`config.mk`:
```
export PLATFORM = sky130hd
export DESIGN_NAME = playback_progress_timer
export DESIGN_NICKNAME = d
export VERILOG_FILES = /design/src/hdl/ppt_pkg.sv /design/src/hdl/ppt_step.sv /design/src/hdl/playback_progress_timer.sv
export SDC_FILE = /design/constraint.sdc
export NUM_CORES = 1
export LEC_CHECK = 0
export CAP_MARGIN = 20
export CORE_AREA = 2 2 170 122
export CTS_CLUSTER_SIZE = 30
export DETAILED_ROUTE_END_ITERATION = 7
export DIE_AREA = 0 0 172 124
export DONT_BUFFER_PORTS = 1
export GPL_TIMING_DRIVEN = 0
export PLACE_DENSITY = 0.86
export SYNTH_ARGS = -nofsm -noshare
export SYNTH_HDL_FRONTEND = slang
export SYNTH_HIERARCHICAL = 1
export SYNTH_SLANG_ARGS = --single-unit
```
`constraint.sdc`:
```
create_clock -name clk -period 12.9 [get_ports clk]
set_input_delay 2.58 -clock clk [delete_from_list [all_inputs] [get_ports clk]]
set_output_delay 2.58 -clock clk [all_outputs]
set_load 0.01 [all_outputs]
```
`src/hdl/ppt_pkg.sv`:
```
// ppt_pkg: shared types and constants for the playback progress timer.
// Used by ppt_step and playback_progress_timer; depends on nothing else.
`default_nettype none

package ppt_pkg;

  // Event kinds carried in the input tuser field
  typedef enum logic [1:0] {
    OP_TICK   = 2'd0,
    OP_SERIAL = 2'd1,
    OP_BTN1   = 2'd2,
    OP_BTN3   = 2'd3
  } ppt_op_t;

  // Send codes reported on a counted button release
  typedef enum logic [2:0] {
    CODE_NONE    = 3'd0,
    CODE_SHORT_1 = 3'd1,
    CODE_SHORT_3 = 3'd2,
    CODE_LONG_1  = 3'd3,
    CODE_LONG_3  = 3'd4
  } ppt_code_t;

  // Configuration register indexes
  localparam logic [1:0] REG_TICKS_PER_SECOND = 2'd0;
  localparam logic [1:0] REG_LONG_PRESS_TICKS = 2'd1;

  localparam logic [15:0] TPS_RESET = 16'd100;
  localparam logic [15:0] LPT_RESET = 16'd50;

  // Serial command buffer
  localparam int          CMD_LEN    = 4;
  localparam logic [2:0]  CMD_LEN_C  = 3'd4;
  localparam logic [2:0]  CMD_PAIR_C = 3'd2;
  localparam logic [7:0]  CH_ZERO    = 8'h30;
  localparam logic [7:0]  CH_P       = 8'h50;
  localparam logic [7:0]  CH_A       = 8'h41;
  localparam logic [7:0]  CH_L       = 8'h4c;
  localparam logic [7:0]  CH_NL      = 8'h0a;

  localparam logic [5:0]  LAST_SEC   = 6'd59;
  localparam logic [5:0]  LAST_MIN   = 6'd59;

  // Playback flags and per-button level
  typedef struct packed {
    logic       run;
    logic       pause;
    logic       play;
    logic       armed;
    logic [1:0] down;
  } ppt_ctl_t;

  // Counter and prescaler
  typedef struct packed {
    logic [5:0]  minute;
    logic [5:0]  second;
    logic [15:0] tick;
  } ppt_cnt_t;

  // One result item
  typedef struct packed {
    logic [5:0] minutes;
    logic [5:0] seconds;
    logic       update;
    ppt_code_t  code;
    logic       running;
  } ppt_result_t;

endpackage

`default_nettype wire

```
`src/hdl/ppt_step.sv`:
```
// ppt_step: next-state and result logic for one event of the progress timer.
// Purely combinational; imports ppt_pkg. State registers live in the top level.
`default_nettype none

module ppt_step
  import ppt_pkg::*;
#(
  parameter int HOLD_WIDTH = 16
) (
  input  ppt_op_t               op,
  input  logic [7:0]            data_byte,
  input  logic                  pressed,
  input  logic [15:0]           ticks_per_second,
  input  logic [15:0]           long_press_ticks,
  input  ppt_ctl_t              ctl,
  input  ppt_cnt_t              cnt,
  input  logic [12:0]           min_limit,
  input  logic [12:0]           sec_limit,
  input  logic [7:0]            rx_chars [CMD_LEN],
  input  logic [2:0]            rx_count,
  input  logic [HOLD_WIDTH-1:0] hold [2],
  output ppt_ctl_t              ctl_nxt,
  output ppt_cnt_t              cnt_nxt,
  output logic [12:0]           min_limit_nxt,
  output logic [12:0]           sec_limit_nxt,
  output logic [7:0]            rx_chars_nxt [CMD_LEN],
  output logic [2:0]            rx_count_nxt,
  output logic [HOLD_WIDTH-1:0] hold_nxt [2],
  output ppt_result_t           result
);

  localparam int CW = (HOLD_WIDTH > 16) ? HOLD_WIDTH : 16;

  // tens*10 + units of (byte - '0'), two's complement in 13 bits
  function automatic logic [12:0] digit_pair(input logic [7:0] tens, input logic [7:0] units);
    logic [12:0] td;
    logic [12:0] ud;
    td = {5'd0, tens} - {5'd0, CH_ZERO};
    ud = {5'd0, units} - {5'd0, CH_ZERO};
    return (td << 3) + (td << 1) + ud;
  endfunction

  logic btn;
  logic is_long;

  assign btn     = (op == OP_BTN3);
  assign is_long = CW'(hold[btn]) >= CW'(long_press_ticks);

  always_comb begin
    ctl_nxt       = ctl;
    cnt_nxt       = cnt;
    min_limit_nxt = min_limit;
    sec_limit_nxt = sec_limit;
    rx_chars_nxt  = rx_chars;
    rx_count_nxt  = rx_count;
    hold_nxt      = hold;
    result.update = 1'b0;
    result.code   = CODE_NONE;

    case (op)
      OP_TICK: begin
        cnt_nxt.tick = cnt.tick + 16'd1;
        for (int b = 0; b < 2; b++) begin
          if (ctl.down[b] && (hold[b] != {HOLD_WIDTH{1'b1}})) begin
            hold_nxt[b] = hold[b] + 1'b1;
          end
        end
        if (ctl.run && (cnt_nxt.tick >= ticks_per_second)) begin
          result.update = 1'b1;
          cnt_nxt.tick  = '0;
          if (cnt.second == LAST_SEC) begin
            cnt_nxt.second = '0;
            cnt_nxt.minute = (cnt.minute == LAST_MIN) ? 6'd0 : cnt.minute + 6'd1;
          end else begin
            cnt_nxt.second = cnt.second + 6'd1;
          end
          // limit reached: back to zero
          if (({7'd0, cnt_nxt.second} == sec_limit) &&
              ({7'd0, cnt_nxt.minute} == min_limit)) begin
            cnt_nxt.second = '0;
            cnt_nxt.minute = '0;
          end
        end
      end

      OP_SERIAL: begin
        // a zero byte is not stored, but the checks below still run
        if ((rx_count < CMD_LEN_C) && (data_byte != 8'd0)) begin
          rx_chars_nxt[rx_count[1:0]] = data_byte;
          rx_count_nxt                = rx_count + 3'd1;
        end
        if ((rx_count_nxt == CMD_PAIR_C) && (rx_chars_nxt[0] == CH_P) &&
            ((rx_chars_nxt[1] == CH_A) || (rx_chars_nxt[1] == CH_L))) begin
          if (rx_chars_nxt[1] == CH_A) begin
            if (ctl.play) begin
              ctl_nxt.run   = 1'b0;
              ctl_nxt.pause = 1'b1;
              ctl_nxt.play  = 1'b0;
            end
          end else if (ctl.pause) begin
            ctl_nxt.run   = 1'b1;
            ctl_nxt.pause = 1'b0;
            ctl_nxt.play  = 1'b1;
          end
          rx_count_nxt = '0;
          for (int i = 0; i < CMD_LEN; i++) rx_chars_nxt[i] = '0;
        end else if ((rx_count_nxt == CMD_LEN_C) || (data_byte == CH_NL)) begin
          if (rx_count_nxt == CMD_LEN_C) begin
            cnt_nxt       = '0;
            ctl_nxt.run   = 1'b1;
            ctl_nxt.play  = 1'b1;
            min_limit_nxt = digit_pair(rx_chars_nxt[0], rx_chars_nxt[1]);
            sec_limit_nxt = digit_pair(rx_chars_nxt[2], rx_chars_nxt[3]);
          end
          rx_count_nxt = '0;
          for (int i = 0; i < CMD_LEN; i++) rx_chars_nxt[i] = '0;
        end
      end

      default: begin
        if (!ctl.armed) begin
          // first button event only arms the buttons
          ctl_nxt.armed = 1'b1;
        end else if (pressed) begin
          ctl_nxt.down[btn] = 1'b1;
          hold_nxt[btn]     = '0;
        end else begin
          ctl_nxt.down[btn] = 1'b0;
          if (!is_long) begin
            cnt_nxt      = '0;
            ctl_nxt.run  = 1'b1;
            ctl_nxt.play = 1'b1;
            result.code  = btn ? CODE_SHORT_3 : CODE_SHORT_1;
          end else if (!btn) begin
            ctl_nxt.run   = 1'b1;
            ctl_nxt.pause = 1'b0;
            ctl_nxt.play  = 1'b1;
            result.code   = CODE_LONG_1;
          end else begin
            ctl_nxt.run   = 1'b0;
            ctl_nxt.pause = 1'b1;
            ctl_nxt.play  = 1'b0;
            result.code   = CODE_LONG_3;
          end
        end
      end
    endcase

    result.minutes = cnt_nxt.minute;
    result.seconds = cnt_nxt.second;
    result.running = ctl_nxt.run;
  end

endmodule

`default_nettype wire

```
`src/hdl/playback_progress_timer.sv`:
```
// playback_progress_timer: top level of the minutes:seconds progress timer.
// Holds the input register, state registers and result register; uses ppt_step, ppt_pkg.
//
//   channel  direction  handshake             payload
//   in_      slave      in_tvalid/in_tready   tuser: operation; tdata: data_byte, pressed
//   out_     master     out_tvalid/out_tready tdata: minutes, seconds, update, code, running
//   cfg_     slave      cfg_valid/cfg_ready   cfg_index, cfg_data
//
// One result per input transaction, passing through the input register and then the
// result register; throughput is one transaction per clock while out_ does not stall,
// as the event update between those two registers is combinational.
// Synchronous active-low rst_n clears valid flags and timer state, loads register defaults.
// A stalled out_ holds its result; in_ still takes one more transaction into
// the input register, then drops in_tready until the result leaves.
// cfg_ready is always high; writes are meant for idle periods only.
`default_nettype none

module playback_progress_timer
  import ppt_pkg::*;
#(
  parameter int HOLD_WIDTH = 16
) (
  input  wire logic        clk,
  input  wire logic        rst_n,
  // input events
  input  wire logic        in_tvalid,
  output logic             in_tready,
  input  wire logic [1:0]  in_tuser,   // [1:0] operation
  input  wire logic [15:0] in_tdata,   // [7:0] data_byte, [8] pressed, [15:9] zero
  // results
  output logic             out_tvalid,
  input  wire logic        out_tready,
  output logic [23:0]      out_tdata,  // [5:0] minutes_now, [11:6] seconds_now,
                                       // [12] display_update, [15:13] send_code,
                                       // [16] is_running, [23:17] zero
  // configuration writes
  input  wire logic        cfg_valid,
  output logic             cfg_ready,
  input  wire logic [1:0]  cfg_index,
  input  wire logic [15:0] cfg_data
);

  // input register
  logic        in_valid_r;
  ppt_op_t     in_op_r;
  logic [7:0]  in_byte_r;
  logic        in_pressed_r;

  // result register
  logic        out_valid_r;
  ppt_result_t out_res_r;

  // configuration
  logic [15:0] tps_r;
  logic [15:0] lpt_r;

  // block state
  ppt_ctl_t              ctl_r,       ctl_nxt;
  ppt_cnt_t              cnt_r,       cnt_nxt;
  logic [12:0]           min_lim_r,   min_lim_nxt;
  logic [12:0]           sec_lim_r,   sec_lim_nxt;
  logic [7:0]            rx_chars_r   [CMD_LEN];
  logic [7:0]            rx_chars_nxt [CMD_LEN];
  logic [2:0]            rx_count_r,  rx_count_nxt;
  logic [HOLD_WIDTH-1:0] hold_r       [2];
  logic [HOLD_WIDTH-1:0] hold_nxt     [2];
  ppt_result_t           res_nxt;

  logic fire;
  logic in_acc;

  // process the held event when the result register is free or draining
  assign fire      = in_valid_r && (!out_valid_r || out_tready);
  assign in_tready = !in_valid_r || fire;
  assign in_acc    = in_tvalid && in_tready;
  assign cfg_ready = 1'b1;

  ppt_step #(
    .HOLD_WIDTH (HOLD_WIDTH)
  ) u_step (
    .op               (in_op_r),
    .data_byte        (in_byte_r),
    .pressed          (in_pressed_r),
    .ticks_per_second (tps_r),
    .long_press_ticks (lpt_r),
    .ctl              (ctl_r),
    .cnt              (cnt_r),
    .min_limit        (min_lim_r),
    .sec_limit        (sec_lim_r),
    .rx_chars         (rx_chars_r),
    .rx_count         (rx_count_r),
    .hold             (hold_r),
    .ctl_nxt          (ctl_nxt),
    .cnt_nxt          (cnt_nxt),
    .min_limit_nxt    (min_lim_nxt),
    .sec_limit_nxt    (sec_lim_nxt),
    .rx_chars_nxt     (rx_chars_nxt),
    .rx_count_nxt     (rx_count_nxt),
    .hold_nxt         (hold_nxt),
    .result           (res_nxt)
  );

  // control and state
  always_ff @(posedge clk) begin
    if (!rst_n) begin
      in_valid_r  <= 1'b0;
      out_valid_r <= 1'b0;
      tps_r       <= TPS_RESET;
      lpt_r       <= LPT_RESET;
      ctl_r       <= '0;
      cnt_r       <= '0;
      min_lim_r   <= '0;
      sec_lim_r   <= '0;
      rx_count_r  <= '0;
      for (int i = 0; i < CMD_LEN; i++) rx_chars_r[i] <= '0;
      hold_r[0]   <= '0;
      hold_r[1]   <= '0;
    end else begin
      if (in_acc) begin
        in_valid_r <= 1'b1;
      end else if (fire) begin
        in_valid_r <= 1'b0;
      end
      if (fire) begin
        out_valid_r <= 1'b1;
      end else if (out_tready) begin
        out_valid_r <= 1'b0;
      end
      if (cfg_valid) begin
        case (cfg_index)
          REG_TICKS_PER_SECOND: tps_r <= cfg_data;
          REG_LONG_PRESS_TICKS: lpt_r <= cfg_data;
          default: ;  // ignore writes past the register list
        endcase
      end
      // advance the timer state on each processed event
      if (fire) begin
        ctl_r      <= ctl_nxt;
        cnt_r      <= cnt_nxt;
        min_lim_r  <= min_lim_nxt;
        sec_lim_r  <= sec_lim_nxt;
        rx_count_r <= rx_count_nxt;
        rx_chars_r <= rx_chars_nxt;
        hold_r     <= hold_nxt;
      end
    end
  end

  // payload registers
  always_ff @(posedge clk) begin
    if (in_acc) begin
      in_op_r      <= ppt_op_t'(in_tuser);
      in_byte_r    <= in_tdata[7:0];
      in_pressed_r <= in_tdata[8];
    end
    if (fire) begin
      out_res_r <= res_nxt;
    end
  end

  assign out_tvalid = out_valid_r;
  assign out_tdata  = {7'd0, out_res_r.running, out_res_r.code, out_res_r.update,
                       out_res_r.seconds, out_res_r.minutes};

  // the input side stalls only behind a held result
  a_stall_cause: assert property (@(posedge clk) disable iff (!rst_n)
    !in_tready |-> (out_valid_r && !out_tready))
    else $error("input stalled without a held result");

  // counter stays inside 59:59
  a_count_range: assert property (@(posedge clk) disable iff (!rst_n)
    out_valid_r |-> ((out_res_r.seconds <= LAST_SEC) && (out_res_r.minutes <= LAST_MIN)))
    else $error("progress counter out of range");

  // a display refresh only comes from a tick, never with a send code
  a_update_code: assert property (@(posedge clk) disable iff (!rst_n)
    (out_valid_r && out_res_r.update) |-> (out_res_r.code == CODE_NONE))
    else $error("display update together with a send code");

  // send code agrees with the run flag it leaves behind
  a_code_run: assert property (@(posedge clk) disable iff (!rst_n)
    (out_valid_r && (out_res_r.code != CODE_NONE)) |->
      (out_res_r.running == (out_res_r.code != CODE_LONG_3)))
    else $error("send code inconsistent with run flag");

  // a processed event always leaves a result waiting
  a_fire_result: assert property (@(posedge clk) disable iff (!rst_n)
    fire |=> out_valid_r)
    else $error("processed event produced no result");

endmodule

`default_nettype wire

```
==> run metrics <==
slowest cell on the critical path=nor4_2; post-CTS setup buffers=0; htree depth=4; VDD IR max=0.0768 mV; FF+latch count, synth=189; Post-Synthesis Cells=1649; asr flop ratio synth=0%; RSZ-0062 raised after global routing=false; fin nets=1805; CP Capture Type=register; Peak Freq=0.179 GHz; worst slack, placed=7500 ps; number of synthesized flops with an enable pin=28; CP Data Required Time=13270 ps; Comb pwr share=14.2%; worst skew pair latency=450 ps; initial antenna violation count=2; Final Cell Area=14600 sq um; Fin Clk Skew=17.5 ps; Setup WS post-layout=7310 ps; dpl cell area=14000 sq um; Routed Antenna Nets=0; CTS tree=done; Die ar.=21300 sq um; Clock power frac=41.2%; post-synthesis sequential area ratio=29.8%; Max-Cap Viols=0; share of cells above drive strength 1=10.4%; Setup Viol. Count Final=0; total CTS buffers=17; 1st-iter DRT viols=1680; setup_tns=0 ps; netlist area before placement=13600 sq um; Total GRT Usage=36.0%; worst hold slack=462 ps; vias per cell=6.41; Rows=43; first-pass GRT wire length=59.9 mm; 1st-pass router iterations=5; Slew HR=37.4%; PortBufs=0; Netlist cell types=81; Most used DFF post-synth=dfxtp_1; sequential cell fraction of total power=44.6%; CTS Hold Bufs=0; Tmin final=5590 ps; Setup CP Type=register to register; global route overflow=0; most used cell, CP=o21ai_0; power per cell area=94.4 nW/um^2; Starting Density=69.6%; critical path cell sequence=clkbuf_1 > nor4_2 > a21oi_1 > and2_1 > buf_1 > mux2_2 > ha_1 > xnor2_1 > fa_1 > inv_1 > ha_1 > o21ai_0 > nor2_1 > o41ai_1 > o21ai_0 > xnor2_1 > o21ai_0 > nand2_1 > mux2i_1; Slew Limit Fails=0; worst-margin pin slew=931 ps; crit path launch type=register; net switching power=0.404 mW; Syn Area/Cell=8.26 sq um; fraction of the cycle the final worst path needs=43.3%; Synthesis Warnings=6; Die Span X=172 um; Reg2Reg Depth=19; # DRC=0; internal power=0.975 mW; Resize count post-CTS=0; Hold Vio Cnt, Final=0; critical path arrival=5960 ps; aggregate routed wire length=38.0 mm; Area Growth Syn to Fin=7.24%; Routed wire per std cell=19.4 um; Clock Path Buffers=2; Root Driver=clkbuf_16; worst-path maximum fanout=10; outcome=completed; final core utilization=74.6%; IO Pins=68; Core Area=19600 sq um; Post-DP HPWL=27.6 mm; pin count of the biggest net entering global routing=27; Slowest Stage Delay on Critical Path=810 ps; DR vias=12547; clock sink count=189; switching part of the total=29.3%; gpl congestion=0.916; Worst-path clk slew=80 ps; P_leak=5.75 nW; worst hold path depth=2; vias in the first global route=11486; Die Height=124 um; HP Class=register to register
final cells by class:
type | count | area (sq um)
fillers | 1434 | 4980
multi-input cells | 1264 | 8580
plain buffers | 120 | 692
clock buffers | 17 | 425
inverters | 82 | 308
well taps | 270 | 338
clock inverters | 15 | 198
flip-flops and latches | 189 | 4060
diodes | 1 | 2.50
cells in the final DEF, fill, tap and decap left out, drive strengths merged, types with 15 or more instances in the layout:
cell,netlist,final
a21oi,39,39
a22o,24,24
a32o,20,20
buf,84,84
clkbuf,36,53
dfxtp,161,161
edfxtp,28,28
fa,18,18
ha,72,72
inv,81,89
mux2,32,32
mux2i,170,170
nand2,382,382
nand3,61,61
nand4,15,15
nor2,56,56
o21ai,113,113
xnor2,28,28
xor2,24,24
routing by layer:
metal / track usage [%] / up-vias / part of all wire (%) / wire length [um]
li1: - / 5788 / - / -
met1: 51.0 / 5921 / 43 / 16400
met2: 54.7 / 758 / 42 / 16100
met3: 9.25 / 78 / 12 / 4700
met4: 9.77 / 2 / 1.9 / 716
met5: 0 / - / 0.034 / 13
state kept, by name (all words and copies together), names as in the netlist:
name          count
in_pressed_r      1
in_valid_r        1
in_byte_r         8
hold_r           32
cnt_r            28
in_op_r           2
sec_lim_r        13
rx_chars_r       32
ctl_r             6
rx_count_r        3
out_tvalid        1
min_lim_r        13
tps_r            16
lpt_r            16
out_tdata        17
synth_stat cells (24+ instances only):
library cell,count,share of area [%]
xor2_1,24,1.5
mux2i_1,170,12
inv_1,81,2.2
a22o_1,24,1.5
buf_4,41,2.3
a21oi_1,36,1.3
ha_1,72,6.6
nor2_1,54,1.5
buf_2,35,1.3
nand2_1,382,11
mux2_2,32,2.6
nand3_1,58,2.1
edfxtp_1,28,6.2
clkbuf_1,34,0.94
xnor2_1,28,1.8
o21ai_0,100,3.7
dfxtp_1,161,24
stage by stage:
| stage | power, mW | cells |
|---|---|---|
| 6_report | 1.38 | 1958 |
| 5_1_grt | 1.42 | 1957 |
| 4_1_cts | 1.37 | 1957 |
| 3_5_place_dp | 0.813 | 1925 |
| 3_3_place_gp | 0.806 | 1925 |
| 2_1_floorplan | 0.767 | 1655 |
critical path: cells and delay by family, from the launching register on:
kind	cells	cell delay [ps]
and+or+nand+nor	4	1290
muxes	2	560
AOI/OAI and AO/OA	5	1200
DFF	1	370
xor gates and xnor gates	2	480
buffers and inverters	3	610
adders and majority gates	3	990
worst paths after layout:
| check | startpoint | endpoint | slack [ps] |
|---|---|---|---|
| worst min register to register | rx_count_r[2]$_SDFFE_PN0P_ | rx_count_r[2]$_SDFFE_PN0P_ | 460 |
| worst min-delay path | rx_count_r[2]$_SDFFE_PN0P_ | rx_count_r[2]$_SDFFE_PN0P_ | 460 |
| worst max-delay path | in_byte_r[7]$_DFFE_PP_ | sec_lim_r[12]$_SDFFE_PN0P_ | 7310 |
| worst max register to register | in_byte_r[7]$_DFFE_PP_ | sec_lim_r[12]$_SDFFE_PN0P_ | 7310 |
cell families (layout without fill, tap and decap cells):
logic type	after synthesis	after routing	synth area share, %
AND/OR/NAND/NOR	619	619	20.4
AO/OA/AOI/OAI	293	293	14.6
multiplexers	202	202	15.1
buffers and inverters	202	234	7.34
flip-flops	189	189	29.8
adder cells (fa/ha/maj)	90	90	9.26
XOR/XNOR	52	52	3.34
other	2	9	0.0551
power groups by stage:
stage	sequential, mW	clock, mW	combinational [mW]
2_1_floorplan	0.626	0	0.141
3_3_place_gp	0.628	0	0.178
3_5_place_dp	0.629	0	0.184
4_1_cts	0.615	0.566	0.189
5_1_grt	0.616	0.591	0.209
6_report	0.615	0.568	0.196
(Power assumes the default switching activity.)
